--- src/rtl/core/rms_norm_pkg.sv ---
`default_nettype none
package rms_norm_pkg;

    localparam int RowCapacity = 64;
    localparam int AddrWidth   = 6;
    localparam int CountWidth  = 7;
    localparam int SumWidth    = 37;
    localparam int EpsWidth    = 24;
    localparam int InvWidth    = 29;

    typedef struct packed {
        logic signed [15:0] x_value;
        logic signed [15:0] gain;
        logic               row_end;
    } in_item_t;

    typedef struct packed {
        logic signed [15:0] y_value;
        logic               last_out;
        logic               row_overflow;
    } out_item_t;

    typedef struct packed {
        logic signed [15:0] x_value;
        logic signed [15:0] gain;
    } store_word_t;

endpackage
`default_nettype wire

--- src/rtl/core/rms_norm_store.sv ---
`default_nettype none
module rms_norm_store (
    input  wire                                   clk,
    input  wire                                   wr_en,
    input  wire [rms_norm_pkg::AddrWidth-1:0]     wr_addr,
    input  wire rms_norm_pkg::store_word_t        wr_data,
    input  wire                                   rd_en,
    input  wire [rms_norm_pkg::AddrWidth-1:0]     rd_addr,
    output rms_norm_pkg::store_word_t             rd_data
);
    import rms_norm_pkg::*;

    store_word_t mem [RowCapacity];

    // Write one element and register the read word; hold the word when not enabled
    always_ff @(posedge clk)
    begin
        if (wr_en)
        begin
            mem[wr_addr] <= wr_data;
        end
        if (rd_en)
        begin
            rd_data <= mem[rd_addr];
        end
    end
endmodule
`default_nettype wire

--- config.mk ---
export PLATFORM = sky130hd
export DESIGN_NAME = rms_norm_store
export DESIGN_NICKNAME = d
export VERILOG_FILES = /design/src/rtl/core/rms_norm_pkg.sv /design/src/rtl/core/rms_norm_store.sv
export SDC_FILE = /design/constraint.sdc
export NUM_CORES = 2
export LEC_CHECK = 0
export BUFFER_PORTS_ARGS = -buffer_cell sky130_fd_sc_hd__buf_4
export CORE_MARGIN = 4
export CORE_UTILIZATION = 30
export DETAILED_ROUTE_END_ITERATION = 8
export PLACE_DENSITY_LB_ADDON = 0.1
export SLEW_MARGIN = 25
export SYNTH_ARGS = -nofsm -noshare
export SYNTH_HDL_FRONTEND = slang
export SYNTH_SLANG_ARGS = --single-unit
--- constraint.sdc ---
create_clock -name clk -period 7.5 [get_ports clk]
set_clock_uncertainty 0.1 [all_clocks]
set_input_delay 0.375 -clock clk [delete_from_list [all_inputs] [get_ports clk]]
set_output_delay 0.375 -clock clk [all_outputs]
set_load 0.02 [all_outputs]
==> qor.csv <==
stage,metric,value,unit
run_status,status,finished clean,
floorplan,initial_core_util,30.25,%
place,gp_congestion,0.7062,
setup_path,arrival,3.75,ns
setup_path,cp_top_family,simple AND/OR/NAND/NOR gates,
timing,hold_viol,0,
setup_path,worst-path-buf-inv,3,
global_routing,overflow,0,
setup_path,cp_slowest_cell,nor2_4,
power,vdd_drop_max,0.0001944,V
place,hpwlAfterDp,123.0,mm
yosys,synth_cell_types,33,
setup_path,start_kind,primary input,
yosys,synth-async-reset-ratio,0,%
setup_path,critPathMaxStageDelay,1.10,ns
cts,clkSinkCount,2080,
yosys,syn_area,78840,µm²
power,switching_share,21.71,%
setup_path,end_kind,flop,
global_routing,grt_usage,17.63,%
min_path,holdPathEnd,mem[49][20]$_DFFE_PP_,
yosys,syn_nets,3371,
setup_path,r2r-end,rd_data[25]$_DFFE_PP_,
routing,via_per_inst,5.039,
yosys,yosys_most_used_dff,edfxtp_1,
timing,max-slew-margin-rel,29.62,%
routing,drt_iter0_drc,3720,
global_routing,antenna_found_initial,12,
final_layout,fin_util,35.22,%
timing,setup_viol,0,
final_layout,fin_nets,3640,
floorplan,die_h,520.6,µm
cts,cts_setup_buffers,0,
power,p_int,19.42,mW
global_routing,grt_pass1_wl,329.5,mm
min_path,min_from,wr_addr[0],
power,comb_power_share,4.9,%
floorplan,fp-row-count,187,
min_path,min_path_cells,3,
floorplan,fp.dieW,520.6,µm
timing,worst_slew_pin_slew,1.053,ns
flow_run,max_cap_violations,0,
setup_path,r2r_start,mem[27][25]$_DFFE_PP_,
yosys,ys_seq_area_share,79.23,%
power,p_per_area,270.3,nW/µm²
routing,first_pass_iters,7,
power,clockPowerShare,42.9,%
routing,num_vias,36690,
setup_path,path_cells,dlygate4sd3_1 > buf_4 > nor2b_1 > nand3_1 > nor2_4 > buf_4,
place,portBuffers,78,
power,seq_power_share,52.2,%
floorplan,io_pins,79,
cts,clk_latency,0.86,ns
cts,clock_path_buffers,3,
global_routing,grt_start_max_net_pins,92,
timing,maxSlewViolCount,0,
global_routing,grt_pass1_vias,38270,
routing,drc,0,
yosys,synth_edf_count,2080,
cts,cts_made_buffers,225,
timing,fmax,296.4,MHz
routing,wl_per_cell,33.12,µm
final_layout,syn2layout_area_growth,16.43,%
setup_path,reg2reg_depth,4,
cts,cts.repair.resized,0,
power,net-switching-power,5.386,mW
setup_path,worst-endpoint-required,7.88,ns
power,p_leak,28.00,nW
yosys,syn_inst,3324,
timing,rsz0062_at_grt,false,
timing,period_needed,3.374,ns
yosys,yosysWarnings,0,
setup_path,path_common_cell,buf_4,
cts,cts.clk_slew.worst_paths,0.06,ns
cts,cts_hold_buffers,36,
yosys,avgSynthCellArea,23.72,µm²
floorplan,die_area,271100,µm²
setup_path,crit_type,in -> reg,
final_layout,mostFrequentLayoutCells,"2080 x edfxtp_1, 544 x mux4_2, 232 x clkbuf_16",
cts,cts_tree,yes,
final_layout,final_common_cell,edfxtp_1,
yosys,ys_ff_latch,2080,
timing,fin_crit_sh,44.98,%
cts,htree_levels,4,
setup_path,cp_max_fo,18,
cts,cts_root_buf,clkbuf_16,
routing,wl,241.2,mm
routing,ant_nets,0,
setup_path,regToRegSetupSlack,4.78,ns
floorplan,core,260600,µm²
final_layout,drive_gt1_share,29.10,%
min_path,hp-class,in -> reg,
timing,tns,0,ns
-- worst max-delay path by stage --
stage,endpoint,cells past startpoint,from
6_report,mem[27][22]$_DFFE_PP_,6,wr_addr[1]
5_1_grt,rd_data[16]$_DFFE_PP_,7,rd_addr[0]
4_1_cts,rd_data[16]$_DFFE_PP_,7,rd_addr[0]
3_5_place_dp,rd_data[16]$_DFFE_PP_,7,rd_addr[0]
3_3_place_gp,rd_data[16]$_DFFE_PP_,7,rd_addr[0]
2_1_floorplan,mem[48][0]$_DFFE_PP_,4,wr_addr[3]
-- synth_stat cells (all sizes together), types with 4 or more instances --
| cell | number | share of area [%] |
|---|---|---|
| o22ai | 84 | 0.67 |
| clkbuf | 74 | 0.35 |
| nor3 | 7 | 0.044 |
| a21oi | 62 | 0.39 |
| a311oi | 8 | 0.089 |
| edfxtp | 2080 | 79 |
| nor2b | 15 | 0.12 |
| a22oi | 12 | 0.11 |
| o221ai | 27 | 0.30 |
| nand2 | 26 | 0.12 |
| a41o | 4 | 0.051 |
| buf | 108 | 0.77 |
| or3b | 5 | 0.056 |
| nand3 | 5 | 0.032 |
| and3 | 4 | 0.032 |
| mux4 | 544 | 16 |
| nand3b | 5 | 0.048 |
| o32ai | 4 | 0.044 |
| mux2i | 93 | 1.2 |
| nand2b | 8 | 0.063 |
| nor2 | 137 | 0.65 |
-- kinds of logic (layout without fill, tap and decap cells) --
kind of cell,Yosys count,in the layout,share of synthesized area (%)
muxes,637,637,16.72
buffers and inverters,182,642,1.124
other,0,2,0
and+or+nand+nor,223,223,1.260
DFF,2080,2080,79.23
AOI/OAI and AO/OA,202,202,1.666
-- cell type report --
class                   count  area [µm²]
diodes                      2       5.005
clock buffers             295        6042
fillers                 24070      168900
well taps                3496        4374
multi-input cells        1062       15980
clock inverters           123       968.4
flip-flops and latches   2080       62460
repair buffers            224        1959
-- power by group through the flow --
stage | clock network (mW) | logic, mW | registers, mW
floorplan | 0 | 0.626 | 13.2
global placement | 0 | 1.24 | 13.2
detailed placement | 0 | 1.24 | 13.2
CTS | 11.0 | 1.26 | 12.9
global route | 11.5 | 1.30 | 12.9
finish | 10.6 | 1.22 | 12.9
-- registers in the layout, summed over array words and instances, names as in the netlist --
register	count
mem	2048
rd_data	32
-- worst reg2reg max path, delay by kind of cell, from the launching register on --
kind               cells  cell delay, ns
AOI/OAI and AO/OA      1            0.76
DFF                    1            0.36
and+or+nand+nor        1            0.19
muxes                  2            1.00
-- layer usage --
metal / vias to the layer above / part of all wire (%) / track usage, %
met5: - / 0.0054 / 0
met4: 2 / 2.5 / 4.847
met3: 300 / 4.5 / 2.867
met2: 939 / 48 / 28.15
met1: 20570 / 45 / 25.05
li1: 14880 / - / -
-- per-stage QoR --
step                      total power, mW  cell area (µm²)  std cells  hold slack, ns  worst slack (ns)
after floorplan                     13.81            78840       3324          0.3739             3.865
after global placement              14.43            84350       6824          0.7109             2.920
after detailed placement            14.43            84410       6826          0.7080             2.976
after CTS                           25.19            91780       7280         0.08551             3.935
after global routing                25.75            91790       7281          0.1184             3.900
final                               24.81            91790       7282          0.1713             4.126
No activity file was read; power rests on OpenSTA's default activity.
