$ cat config.mk
export PLATFORM = sky130hd
export DESIGN_NAME = rms_norm_invsqrt
export DESIGN_NICKNAME = d
export VERILOG_FILES = /design/src/rtl/core/rms_norm_pkg.sv /design/src/rtl/core/rms_norm_invsqrt.sv
export SDC_FILE = /design/constraint.sdc
export NUM_CORES = 1
export LEC_CHECK = 0
export ABC_CLOCK_PERIOD_IN_PS = 8600
export BUFFER_PORTS_ARGS = -buffer_cell sky130_fd_sc_hd__buf_2
export CELL_PAD_IN_SITES_DETAIL_PLACEMENT = 1
export CELL_PAD_IN_SITES_GLOBAL_PLACEMENT = 1
export CORE_ASPECT_RATIO = 1.25
export CORE_MARGIN = 1
export CORE_UTILIZATION = 44
export CTS_CLUSTER_DIAMETER = 150
export DETAILED_ROUTE_END_ITERATION = 6
export HOLD_SLACK_MARGIN = 0.03
export PLACE_DENSITY = 0.77
export SLEW_MARGIN = 40
export SYNTH_ARGS = -nofsm -noshare
export SYNTH_HDL_FRONTEND = slang
export SYNTH_SLANG_ARGS = --single-unit
$ cat constraint.sdc
create_clock -name clk -period 8.6 [get_ports clk]
set_input_delay 0.86 -clock clk [delete_from_list [all_inputs] [get_ports clk]]
set_output_delay 0.86 -clock clk [all_outputs]
set_load 0.02 [all_outputs]
$ cat src/rtl/core/rms_norm_pkg.sv
`default_nettype none
package rms_norm_pkg;

    localparam int RowCapacity = 64;
    localparam int AddrWidth   = 6;
    localparam int CountWidth  = 7;
    localparam int SumWidth    = 37;
    localparam int EpsWidth    = 24;
    localparam int InvWidth    = 29;

    typedef struct packed {
        logic signed [15:0] x_value;
        logic signed [15:0] gain;
        logic               row_end;
    } in_item_t;

    typedef struct packed {
        logic signed [15:0] y_value;
        logic               last_out;
        logic               row_overflow;
    } out_item_t;

    typedef struct packed {
        logic signed [15:0] x_value;
        logic signed [15:0] gain;
    } store_word_t;

endpackage
`default_nettype wire

$ cat src/rtl/core/rms_norm_invsqrt.sv
`default_nettype none
module rms_norm_invsqrt (
    input  wire                                   clk,
    input  wire                                   rst_n,
    input  wire                                   start,
    input  wire [rms_norm_pkg::SumWidth-1:0]      square_sum,
    input  wire [rms_norm_pkg::CountWidth-1:0]    count,
    input  wire [rms_norm_pkg::EpsWidth-1:0]      epsilon,
    output logic                                  done,
    output logic [rms_norm_pkg::InvWidth-1:0]     inv
);
    import rms_norm_pkg::*;

    typedef enum logic [2:0] {
        S_IDLE, S_DIV1, S_ADD, S_DIV2, S_SQRT
    } state_t;

    state_t       state_reg, state_next;
    logic [56:0]  rem_reg, rem_next;
    logic [56:0]  quo_reg, quo_next;
    logic [56:0]  den_reg, den_next;
    logic [5:0]   cnt_reg, cnt_next;
    logic [57:0]  sq_reg, sq_next;
    logic [29:0]  root_reg, root_next;
    logic [57:0]  trial;
    logic [57:0]  strial;
    logic [57:0]  sq_shift;

    always_comb
    begin
        state_next = state_reg;
        rem_next   = rem_reg;
        quo_next   = quo_reg;
        den_next   = den_reg;
        cnt_next   = cnt_reg;
        sq_next    = sq_reg;
        root_next  = root_reg;
        trial      = '0;
        sq_shift   = '0;
        strial     = '0;
        case (state_reg)
            S_IDLE:
            begin
                if (start)
                begin
                    // divide the sum by the count, restoring, one bit a cycle
                    rem_next  = '0;
                    quo_next  = {20'd0, square_sum};
                    den_next  = {50'd0, count};
                    cnt_next  = 6'd37;
                    state_next = (count == '0) ? S_ADD : S_DIV1;
                    if (count == '0)
                    begin
                        quo_next = '0;
                    end
                end
            end
            S_DIV1, S_DIV2:
            begin
                trial = {rem_reg, quo_reg[(state_reg == S_DIV1) ? 36 : 56]};
                if (trial >= {1'b0, den_reg})
                begin
                    trial = trial - {1'b0, den_reg};
                    quo_next = {quo_reg[55:0], 1'b1};
                end
                else
                begin
                    quo_next = {quo_reg[55:0], 1'b0};
                end
                rem_next = trial[56:0];
                cnt_next = cnt_reg - 6'd1;
                if (cnt_reg == 6'd1)
                begin
                    if (state_reg == S_DIV1)
                    begin
                        state_next = S_ADD;
                    end
                    else
                    begin
                        // pad the radicand to an even bit count
                        sq_next   = {1'b0, quo_next};
                        rem_next  = '0;
                        root_next = '0;
                        cnt_next  = 6'd29;
                        state_next = S_SQRT;
                    end
                end
            end
            S_ADD:
            begin
                // add epsilon, clamp zero to one, then divide 2^56 by it
                den_next = {20'd0, quo_reg[36:0]} + {33'd0, epsilon};
                if (den_next == '0)
                begin
                    den_next = 57'd1;
                end
                rem_next   = '0;
                quo_next   = {1'b1, 56'd0};
                cnt_next   = 6'd57;
                state_next = S_DIV2;
            end
            S_SQRT:
            begin
                // two radicand bits a cycle into the root
                sq_shift = {rem_reg[55:0], sq_reg[57:56]};
                strial   = {26'd0, root_reg, 2'b01};
                if (sq_shift >= strial)
                begin
                    rem_next  = sq_shift[56:0] - strial[56:0];
                    root_next = {root_reg[28:0], 1'b1};
                end
                else
                begin
                    rem_next  = sq_shift[56:0];
                    root_next = {root_reg[28:0], 1'b0};
                end
                sq_next  = {sq_reg[55:0], 2'b00};
                cnt_next = cnt_reg - 6'd1;
                if (cnt_reg == 6'd1)
                begin
                    state_next = S_IDLE;
                end
            end
            default:
            begin
                state_next = S_IDLE;
            end
        endcase
    end

    always_ff @(posedge clk or negedge rst_n)
    begin
        if (!rst_n)
        begin
            state_reg <= S_IDLE;
            done      <= 1'b0;
        end
        else
        begin
            state_reg <= state_next;
            done      <= (state_reg == S_SQRT) && (cnt_reg == 6'd1);
        end
    end

    always_ff @(posedge clk)
    begin
        rem_reg  <= rem_next;
        quo_reg  <= quo_next;
        den_reg  <= den_next;
        cnt_reg  <= cnt_next;
        sq_reg   <= sq_next;
        root_reg <= root_next;
    end

    assign inv = root_reg[InvWidth-1:0];
endmodule
`default_nettype wire

==> impl_metrics.toml, run 1 <==
[status]
status = "complete, no violations"

[logic_synthesis]
avgSynthCellArea_um2 = 8.943
yosysTopAreaCellShare = 0.4124
async_flop_share = 0.01600
synth_cells = 2003
synth_seq_cells = 250
synth_top_area_cell = "edfxtp_1"
syn_area_um2 = 17910
synth_warnings = 0
synth-main-ff-cell = "edfxtp_1"
ys_seq_area_frac = 0.4180
syn-num-nets = 2172
synth.distinct_cells = 80
synth-edff-count = 246
synth.area.top_cells = "edfxtp_1, ha_1, nand2_1"

[finish]
drive_gt1_frac = 0.09779
post-route-util = 0.4899
largest_register_ffs = 58
nNetsFinal = 2182
area.growth.synth_to_final_pct = 9.709
postLayoutCellArea_um2 = 19650
final_common_cell = "nand2_1"
final_cells = 2581
final_cell_mix = "nand2_1, edfxtp_1, nor2_1"
antenna_cells = 0

[grt]
track_usage = 0.2513
first_global_vias = 15546
grt.overflow.total = 0
grt_antenna_before_repair = 0
grt_pass1_wl_mm = 83.41
grt_max_degree = 85

[detailed_routing]
routed_via_density = 5.779
drt-total-wl_mm = 51.53
wl_per_cell_um = 19.96
detail_route.first_pass.iterations = 5
drc = 0
drt_iter0_markers = 882
routed-via-count = 14915
ant_nets = 0

[clock_network]
htreeDepth = 1
post_cts_resized = 0
cts-root-buf = "clkbuf_16"
cts_tree = "built"
hold_buffers = 0
clk_path_buf_depth = 3
clk_pin_slew_ns = 0.06
cts_made_buffers = 28
clkSinkCount = 250
clock_latency_ns = 0.58
postCtsSetupBuffers = 0

[pwr]
ir_drop_v = 0.0001399
leakage_nw = 7.879
p_per_area_nw_per_um2 = 252.0

[sta]
grt_setup_unrepaired = "false"
timing.final.crit_period_ns = 5.722
finalMaxSlewViolations = 0
tightest_slew_ns = 0.8336
period_share = 0.6653
fmax_ghz = 0.1748
fin_skew_ns = 0.02526
finalSetupTns_ns = 0
setup_violations = 0
finalHoldViolCount = 0
max_slew_margin = 0.4422
timing.hold.ws_ns = 0.1317

[critical_path]
worstPathRequired_ns = 8.92
start_kind = "register"
endpoint_kind = "register"
worst_ep_arrival_time_ns = 6.04
critPathKind = "reg -> reg"
cp_max_fo = 71

[placement]
dp.cells = 2529
numPortBuffers = 100
place.gp.congestion = 0.9047
hpwl_mm = 38.13
place_area_um2 = 18690

[run]
maxCapViolCount = 0

[floorplanning]
num_io_pins = 101
row_count = 82
start_util = 0.4465
die_area_um2 = 41530
core-area_um2 = 40120
fp.dieW_um = 182.5
die_h_um = 227.6

[worst_hold_path]
hold_class = "in -> async"
worst paths after layout:
check | cells past startpoint | end | startpoint | slack [ns]
worst max register to register | 16 | rem_reg[12]$_DFFE_PP_ | state_reg[2]$_DFFE_PN0P_ | 2.88
max in group asynchronous | 1 | state_reg[2]$_DFFE_PN0P_ | rst_n | 8.27
worst min-delay path | 1 | done$_DFF_PN0_ | rst_n | 0.13
worst max-delay path | 16 | rem_reg[12]$_DFFE_PP_ | state_reg[2]$_DFFE_PN0P_ | 2.88
worst min register to register | 2 | sq_reg[22]$_DFFE_PP_ | sq_reg[20]$_DFFE_PP_ | 0.51
min in group clk | 2 | sq_reg[22]$_DFFE_PP_ | sq_reg[20]$_DFFE_PP_ | 0.51
critical path, stage by stage, from the launching register on:
cell and delay [ns]:
dfrtp_1 0.88, nand2b_1 0.65, nor2_1 0.11, mux2i_1 0.24, ha_1 0.22, inv_1 0.06, fa_1 0.43, nand4_1 0.12
nand4_1 0.23, a211oi_1 0.68, o21ai_1 0.34, a31oi_4 0.28, buf_4 0.62, nor2_1 0.11, a21oi_1 0.14, o22ai_1 0.09
a31o_2 0.24
per-stage QoR:
stage / worst slack (ns) / power, W
2_1_floorplan: 0.6481 / 0.003161
3_3_place_gp: 3.188 / 0.003593
3_5_place_dp: 2.947 / 0.003670
4_1_cts: 2.946 / 0.004945
5_1_grt: 2.480 / 0.005237
6_report: 2.878 / 0.004952
area by class of cell:
class / instances / area, µm²
multi-input combinational: 1516 / 9514
timing repair buffer: 114 / 631.9
sequential: 250 / 7487
clock inverter: 18 / 205.2
tap: 546 / 683.2
inverter: 103 / 386.6
clock buffer: 34 / 744.5
fill: 4678 / 20460
cell families (layout without fill, tap and decap cells):
logic type	Yosys count	count (layout)	share of synthesized area
DFF	250	250	0.4180
AOI/OAI and AO/OA	516	516	0.1866
muxes	13	13	0.007404
adders and majority gates	98	98	0.06929
buffers and inverters	237	269	0.05637
xor gates and xnor gates	140	140	0.06845
and+or+nand+nor	749	749	0.1940
per-layer routing:
layer / share of wire / up-vias / GRT usage
met4: 0.025 / 0 / 0.07780
met2: 0.50 / 257 / 0.4558
met3: 0.026 / 69 / 0.02112
met1: 0.45 / 7347 / 0.3160
met5: 0 / - / 0
li1: - / 7242 / -
where the power goes:
group          switching [W]  total, W  leakage, nW  internal [W]
registers           0.000254   0.00180         2.34       0.00155
logic                0.00110   0.00189         5.08      0.000785
clock network       0.000522   0.00126        0.457      0.000737
total                0.00188   0.00495         7.88       0.00307
cell usage after synthesis, types with 4 or more instances:
master      n
o21ai_0    85
or4_1       9
o211ai_1    9
xnor2_1    88
or3_1      20
buf_1       5
xor2_1     52
nand2_1   280
a22o_1     34
edfxtp_1  246
clkbuf_1   96
nor2b_1    15
mux2i_1    11
a21o_1     46
nor2_1    196
a211oi_1   18
nand3b_1    6
nand3_1    47
nor3_1     43
and2_1     39
o21bai_1   15
nand4_1    24
ha_1       96
a21oi_1   157
a221oi_1    5
buf_4      29
a32oi_1     4
o31ai_1    10
a211o_1     8
nand2b_1   15
or2_2       9
dfrtp_1     4
o22ai_1    53
nor4_1     12
and3_1     12
a31oi_1    13
and4_1      6
o21a_1     11
inv_1     103
(Power assumes the default switching activity.)
==> run 2: changes to the inputs <==
- ABC_CLOCK_PERIOD_IN_PS: 8600 -> 5900
- CORE_UTILIZATION: 44 -> 48
- PLACE_DENSITY: 0.77 -> 0.8
- clock period: 8.6 -> 5.9 ns (I/O delays scaled with it)
==> run 2 against run 1 <==
Sequential power up 46%. Utilization rose by 4.8 points. Non-clock buffer count increased by 4. Routed wire length down 0.48%. Power grew 47%. Critical path depth unchanged. Via count rose by 0.17%. Clock skew decreased by 0.0046 ns. Fmax increased by 18%. Flip-flop and latch count is the same. Critical path type unchanged. Critical endpoint unchanged. Largest cell class unchanged. Largest power group unchanged.
==> impl_metrics.toml, run 2 (same netlist as run 1, synthesis figures left out) <==
[status]
status = "complete, no violations"

[critical_path]
path_cells = "nand2b_1 > nor2_1 > mux2i_1 > ha_1 > inv_1 > fa_1 > nand4_1 > nand4_1 > a211oi_1 > o21ai_1 > a31oi_4 > buf_12 > nor2_1 > a21oi_1 > o22ai_1 > a31o_2"
critPathKind = "reg -> reg"
r2r_end = "rem_reg[12]$_DFFE_PP_"
cp_max_fo = 71
worst_ep_arrival_time_ns = 5.16
worstRegToRegCells = 16
slowest_stage = "a211oi_1"
crit_buf_inv = 2
cpLargestDelayFamily = "compound AO/OA/AOI/OAI gates"
reg2reg_from = "state_reg[0]$_DFFE_PN0P_"
slowest_delay_ns = 0.70
worstPathRequired_ns = 6.22
endpoint_kind = "register"
start_kind = "register"
rrSetupSlack_ns = 1.06

[finish]
antenna_cells = 0
area.growth.synth_to_final_pct = 9.597
final_common_cell = "nand2_1"
postLayoutCellArea_um2 = 19630
final_cells = 2519
nNetsFinal = 2186
final_cell_mix = "nand2_1, edfxtp_1, nor2_1"
largest_register_ffs = 58
drive_gt1_frac = 0.09907

[clock_network]
htreeDepth = 1
clk_pin_slew_ns = 0.07
clk_path_buf_depth = 3
cts_made_buffers = 28
cts_tree = "built"
cts-root-buf = "clkbuf_16"
clkSinkCount = 250
post_cts_resized = 0
clock_latency_ns = 0.57
postCtsSetupBuffers = 0

[grt]
grt_pass1_wl_mm = 83.47
grt.overflow.total = 0
track_usage = 0.2733
grt_antenna_before_repair = 1
first_global_vias = 15704
grt_max_degree = 90

[placement]
hpwl_mm = 38.03
dp.cells = 2466
numPortBuffers = 100
place.gp.congestion = 0.8997
place_area_um2 = 18630
pre_cts_slack_ns = 1.171

[sta]
setup_violations = 0
finalSetupTns_ns = 0
setup_slack_ns = 1.064
timing.final.crit_period_ns = 4.836
period_share = 0.8197
tightest_slew_ns = 0.8637
timing.hold.ws_ns = 0.3004
max_slew_margin = 0.4189
finalHoldViolCount = 0
finalMaxSlewViolations = 0
grt_setup_unrepaired = "false"
fmax_ghz = 0.2068
fin_skew_ns = 0.02065

[floorplanning]
die_h_um = 218.0
num_io_pins = 101
core-area_um2 = 36500
die_area_um2 = 38100
fp.dieW_um = 174.8
row_count = 78
start_util = 0.4908

[run]
maxCapViolCount = 0

[detailed_routing]
drt_iter0_markers = 839
wl_per_cell_um = 20.36
drc = 0
detail_route.first_pass.iterations = 5
routed-via-count = 14940
ant_nets = 0
drt-total-wl_mm = 51.28
routed_via_density = 5.931

[worst_hold_path]
min_delay_path_depth = 3
min_from = "square_sum[34]"
holdPathEnd = "quo_reg[34]$_DFFE_PP_"
hold_class = "in -> reg"

[pwr]
leakage_nw = 7.908
p_per_area_nw_per_um2 = 369.6
ir_drop_v = 0.0002061
[run 2: routing by layer]
layer	vias up	global-route usage	part of all wire
met2	322	0.4841	0.50
met3	107	0.02580	0.034
met1	7257	0.3467	0.44
met4	0	0.09420	0.033
li1	7254	-	-
met5	-	0	0
[run 2: worst max-delay path by stage]
stage / startpoint / depth (start not counted) / slack (ns) / to
3_5_place_dp: state_reg[0]$_DFFE_PN0P_ / 15 / 1.17 / rem_reg[52]$_DFFE_PP_
3_3_place_gp: state_reg[0]$_DFFE_PN0P_ / 15 / 1.39 / rem_reg[48]$_DFFE_PP_
6_report: state_reg[0]$_DFFE_PN0P_ / 16 / 1.06 / rem_reg[12]$_DFFE_PP_
4_1_cts: state_reg[0]$_DFFE_PN0P_ / 15 / 1.10 / rem_reg[52]$_DFFE_PP_
2_1_floorplan: cnt_reg[2]$_DFFE_PP_ / 5 / 0.32 / root_reg[0]$_SDFFCE_PN0P_
5_1_grt: state_reg[0]$_DFFE_PN0P_ / 16 / 0.81 / rem_reg[12]$_DFFE_PP_
[run 2: report_power, final]
part           internal (W)  switching, W  leakage [nW]
clock network       0.00112      0.000766         0.469
logic               0.00115       0.00160          5.10
registers           0.00226      0.000366          2.34
[run 2: tightest hold or removal path, stage by stage]
cell	delay (ns)
buf_2	0.08
nand2_1	0.04
o21ai_0	0.06
[run 2: per-stage QoR]
step | util | total power (W)
after floorplan | - | 0.004608
after global placement | 0.5099 | 0.005233
after detailed placement | 0.5105 | 0.005338
after CTS | 0.5377 | 0.007252
after global routing | 0.5379 | 0.007685
final | 0.5379 | 0.007256
[run 2: cell type report]
cell class                 instances  area, µm²
fill                            4258      16870
multi-input combinational       1516       9514
sequential                       250       7487
clock buffer                      33      740.7
timing repair buffer             118      658.1
tap                              480      600.6
inverter                         103      386.6
clock inverter                    19      245.2
[run 2: what timing repair did]
item                                    in CTS  in global routing
endpoints found under the setup margin       0                  0
hold endpoints to repair                     4                  0
hold buffers                                 1                  0
==> run 3: changes to the inputs <==
- ABC_CLOCK_PERIOD_IN_PS: 5900 -> 4000
- CORE_UTILIZATION: 48 -> 44
- PLACE_DENSITY: 0.8 -> 0.77
- clock period: 5.9 -> 4 ns (I/O delays scaled with it)
==> run 3 against run 2 <==
Combinational power increased by 62%. Critical path depth unchanged. Routed wire length increased by 4.6%. Critical path type unchanged.
==> impl_metrics.toml, run 3 (same netlist as run 1, synthesis figures left out) <==
[pwr]
ir_drop_v = 0.0002631
seq_power_share = 0.349
internal_power_w = 0.006903
leakage_nw = 8.394
switching_share = 0.3734
p_per_area_nw_per_um2 = 536.0
combPwrFrac = 0.403
switchingPower_w = 0.004114
pwr-share-clk = 0.248

[critical_path]
reg2reg_from = "state_reg[2]$_DFFE_PN0P_"
cp_max_fo = 8
start_kind = "register"
worst_ep_arrival_time_ns = 4.16
endpoint_kind = "register"
worstPathRequired_ns = 4.29
critPathKind = "reg -> reg"
startpoint = "state_reg[2]$_DFFE_PN0P_"

[detailed_routing]
ant_nets = 0
wl_per_cell_um = 20.04
drt-total-wl_mm = 53.66
routed_via_density = 5.715
drc = 0
detail_route.first_pass.iterations = 5
drt_iter0_markers = 667
routed-via-count = 15304

[floorplanning]
fp.dieW_um = 182.5
die_h_um = 227.6
start_util = 0.4465
die_area_um2 = 41530
row_count = 82
core-area_um2 = 40120
num_io_pins = 101

[grt]
grt_antenna_before_repair = 1
grt_max_degree = 65
grt_pass1_wl_mm = 84.75
track_usage = 0.2562
grt.overflow.total = 0
first_global_vias = 15880

[sta]
finalHoldViolCount = 0
setup_slack_ns = 0.1339
finalSetupTns_ns = 0
finalMaxSlewViolations = 0
fin_skew_ns = 0.01235
fmax_ghz = 0.2587
max_slew_margin = 0.4639
tightest_slew_ns = 0.7973
period_share = 0.9665
timing.final.crit_period_ns = 3.866
setup_violations = 0

[finish]
drive_gt1_frac = 0.1440
largest_register_ffs = 58
final_cell_mix = "nand2_1, edfxtp_1, nor2_1"
area.growth.synth_to_final_pct = 14.74
nNetsFinal = 2280
final_cells = 2678
final_common_cell = "nand2_1"
antenna_cells = 0
post-route-util = 0.5124

[clock_network]
clk_path_buf_depth = 3
clkSinkCount = 250
cts-root-buf = "clkbuf_16"
cts_made_buffers = 28
cts_tree = "built"
clock_latency_ns = 0.57
htreeDepth = 1
clk_pin_slew_ns = 0.07

[placement]
pre_cts_slack_ns = -0.04747
numPortBuffers = 100
place.gp.congestion = 0.9163
hpwl_mm = 40.07
dp.cells = 2618

[status]
status = "complete, no violations"

[run]
maxCapViolCount = 0

[worst_hold_path]
hold_class = "in -> reg"
min_from = "square_sum[4]"
==> run 3: cell count changes in the layout (fill, tap and decap cells not counted), sizes merged <==
cell,delta
buf,+92
clkbuf,+5
clkinv,-3
clkinvlp,-1
==> run 3: cell type report <==
type	instances	area [µm²]
fill	4668	19560
sequential	250	7487
timing repair buffer	212	1444
multi-input combinational	1516	9595
clock buffer	36	752.0
clock inverter	15	205.2
tap	546	683.2
inverter	103	386.6
==> run 3: worst max-delay path, stage by stage (launching register included) <==
cell	delay (ns)
dfrtp_1	0.40
nand2b_4	0.15
nor2_2	0.11
mux2i_1	0.26
ha_2	0.22
nor2b_1	0.05
o21ai_1	0.21
a31oi_2	0.14
or4_4	0.45
a211o_1	0.38
a311oi_2	0.22
buf_4	0.15
o21ai_1	0.08
buf_6	0.16
a2111oi_4	0.35
xnor2_1	0.16
o22ai_1	0.10
==> run 3: path summary, 6_finish.rpt <==
kind | end | slack, ns | cells after the start
max in group asynchronous | state_reg[2]$_DFFE_PN0P_ | 3.59 | 2
max | rem_reg[51]$_DFFE_PP_ | 0.13 | 16
min | quo_reg[4]$_DFFE_PP_ | 0.11 | 2
min in group asynchronous | state_reg[0]$_DFFE_PN0P_ | 0.22 | 2
max reg2reg | rem_reg[51]$_DFFE_PP_ | 0.13 | 16
min reg2reg | sq_reg[37]$_DFFE_PP_ | 0.51 | 2
==> run 3: per-layer routing <==
metal | track usage | share of wire | vias to the layer above
li1 | - | - | 7431
met1 | 0.3102 | 0.43 | 7487
met2 | 0.4708 | 0.50 | 296
met3 | 0.02352 | 0.033 | 90
met4 | 0.09433 | 0.036 | 0
met5 | 0 | 0 | -
==> run 3: timing repair <==
| item | CTS | global route |
|---|---|---|
| gates resized for setup | 2 | 18 |
| hold buffers | 1 | 0 |
| gates cloned | 0 | 2 |
| endpoints found under the hold margin | 4 | 0 |
| pin swaps | 0 | 11 |
| endpoints found under the setup margin | 4 | 39 |
| buffers inserted | 0 | 6 |
==> run 3: power by group through the flow <==
stage                     Combinational [W]  Sequential (W)  Clock [W]
after floorplan                     0.00314         0.00366          0
after global placement              0.00413         0.00387          0
after detailed placement            0.00427         0.00389          0
after CTS                           0.00434         0.00383    0.00278
after global routing                0.00489         0.00389    0.00285
final                               0.00444         0.00385    0.00273
==> run 3: stage by stage <==
stage / total power, W / hold WS (ns) / cell area [µm²]
final: 0.01102 / 0.1145 / 20550
after global routing: 0.01163 / 0.1139 / 20550
after CTS: 0.01095 / 0.09415 / 20350
after detailed placement: 0.008160 / 0.2580 / 19380
after global placement: 0.007999 / 0.2543 / 19380
after floorplan: 0.006797 / 0.1044 / 17920
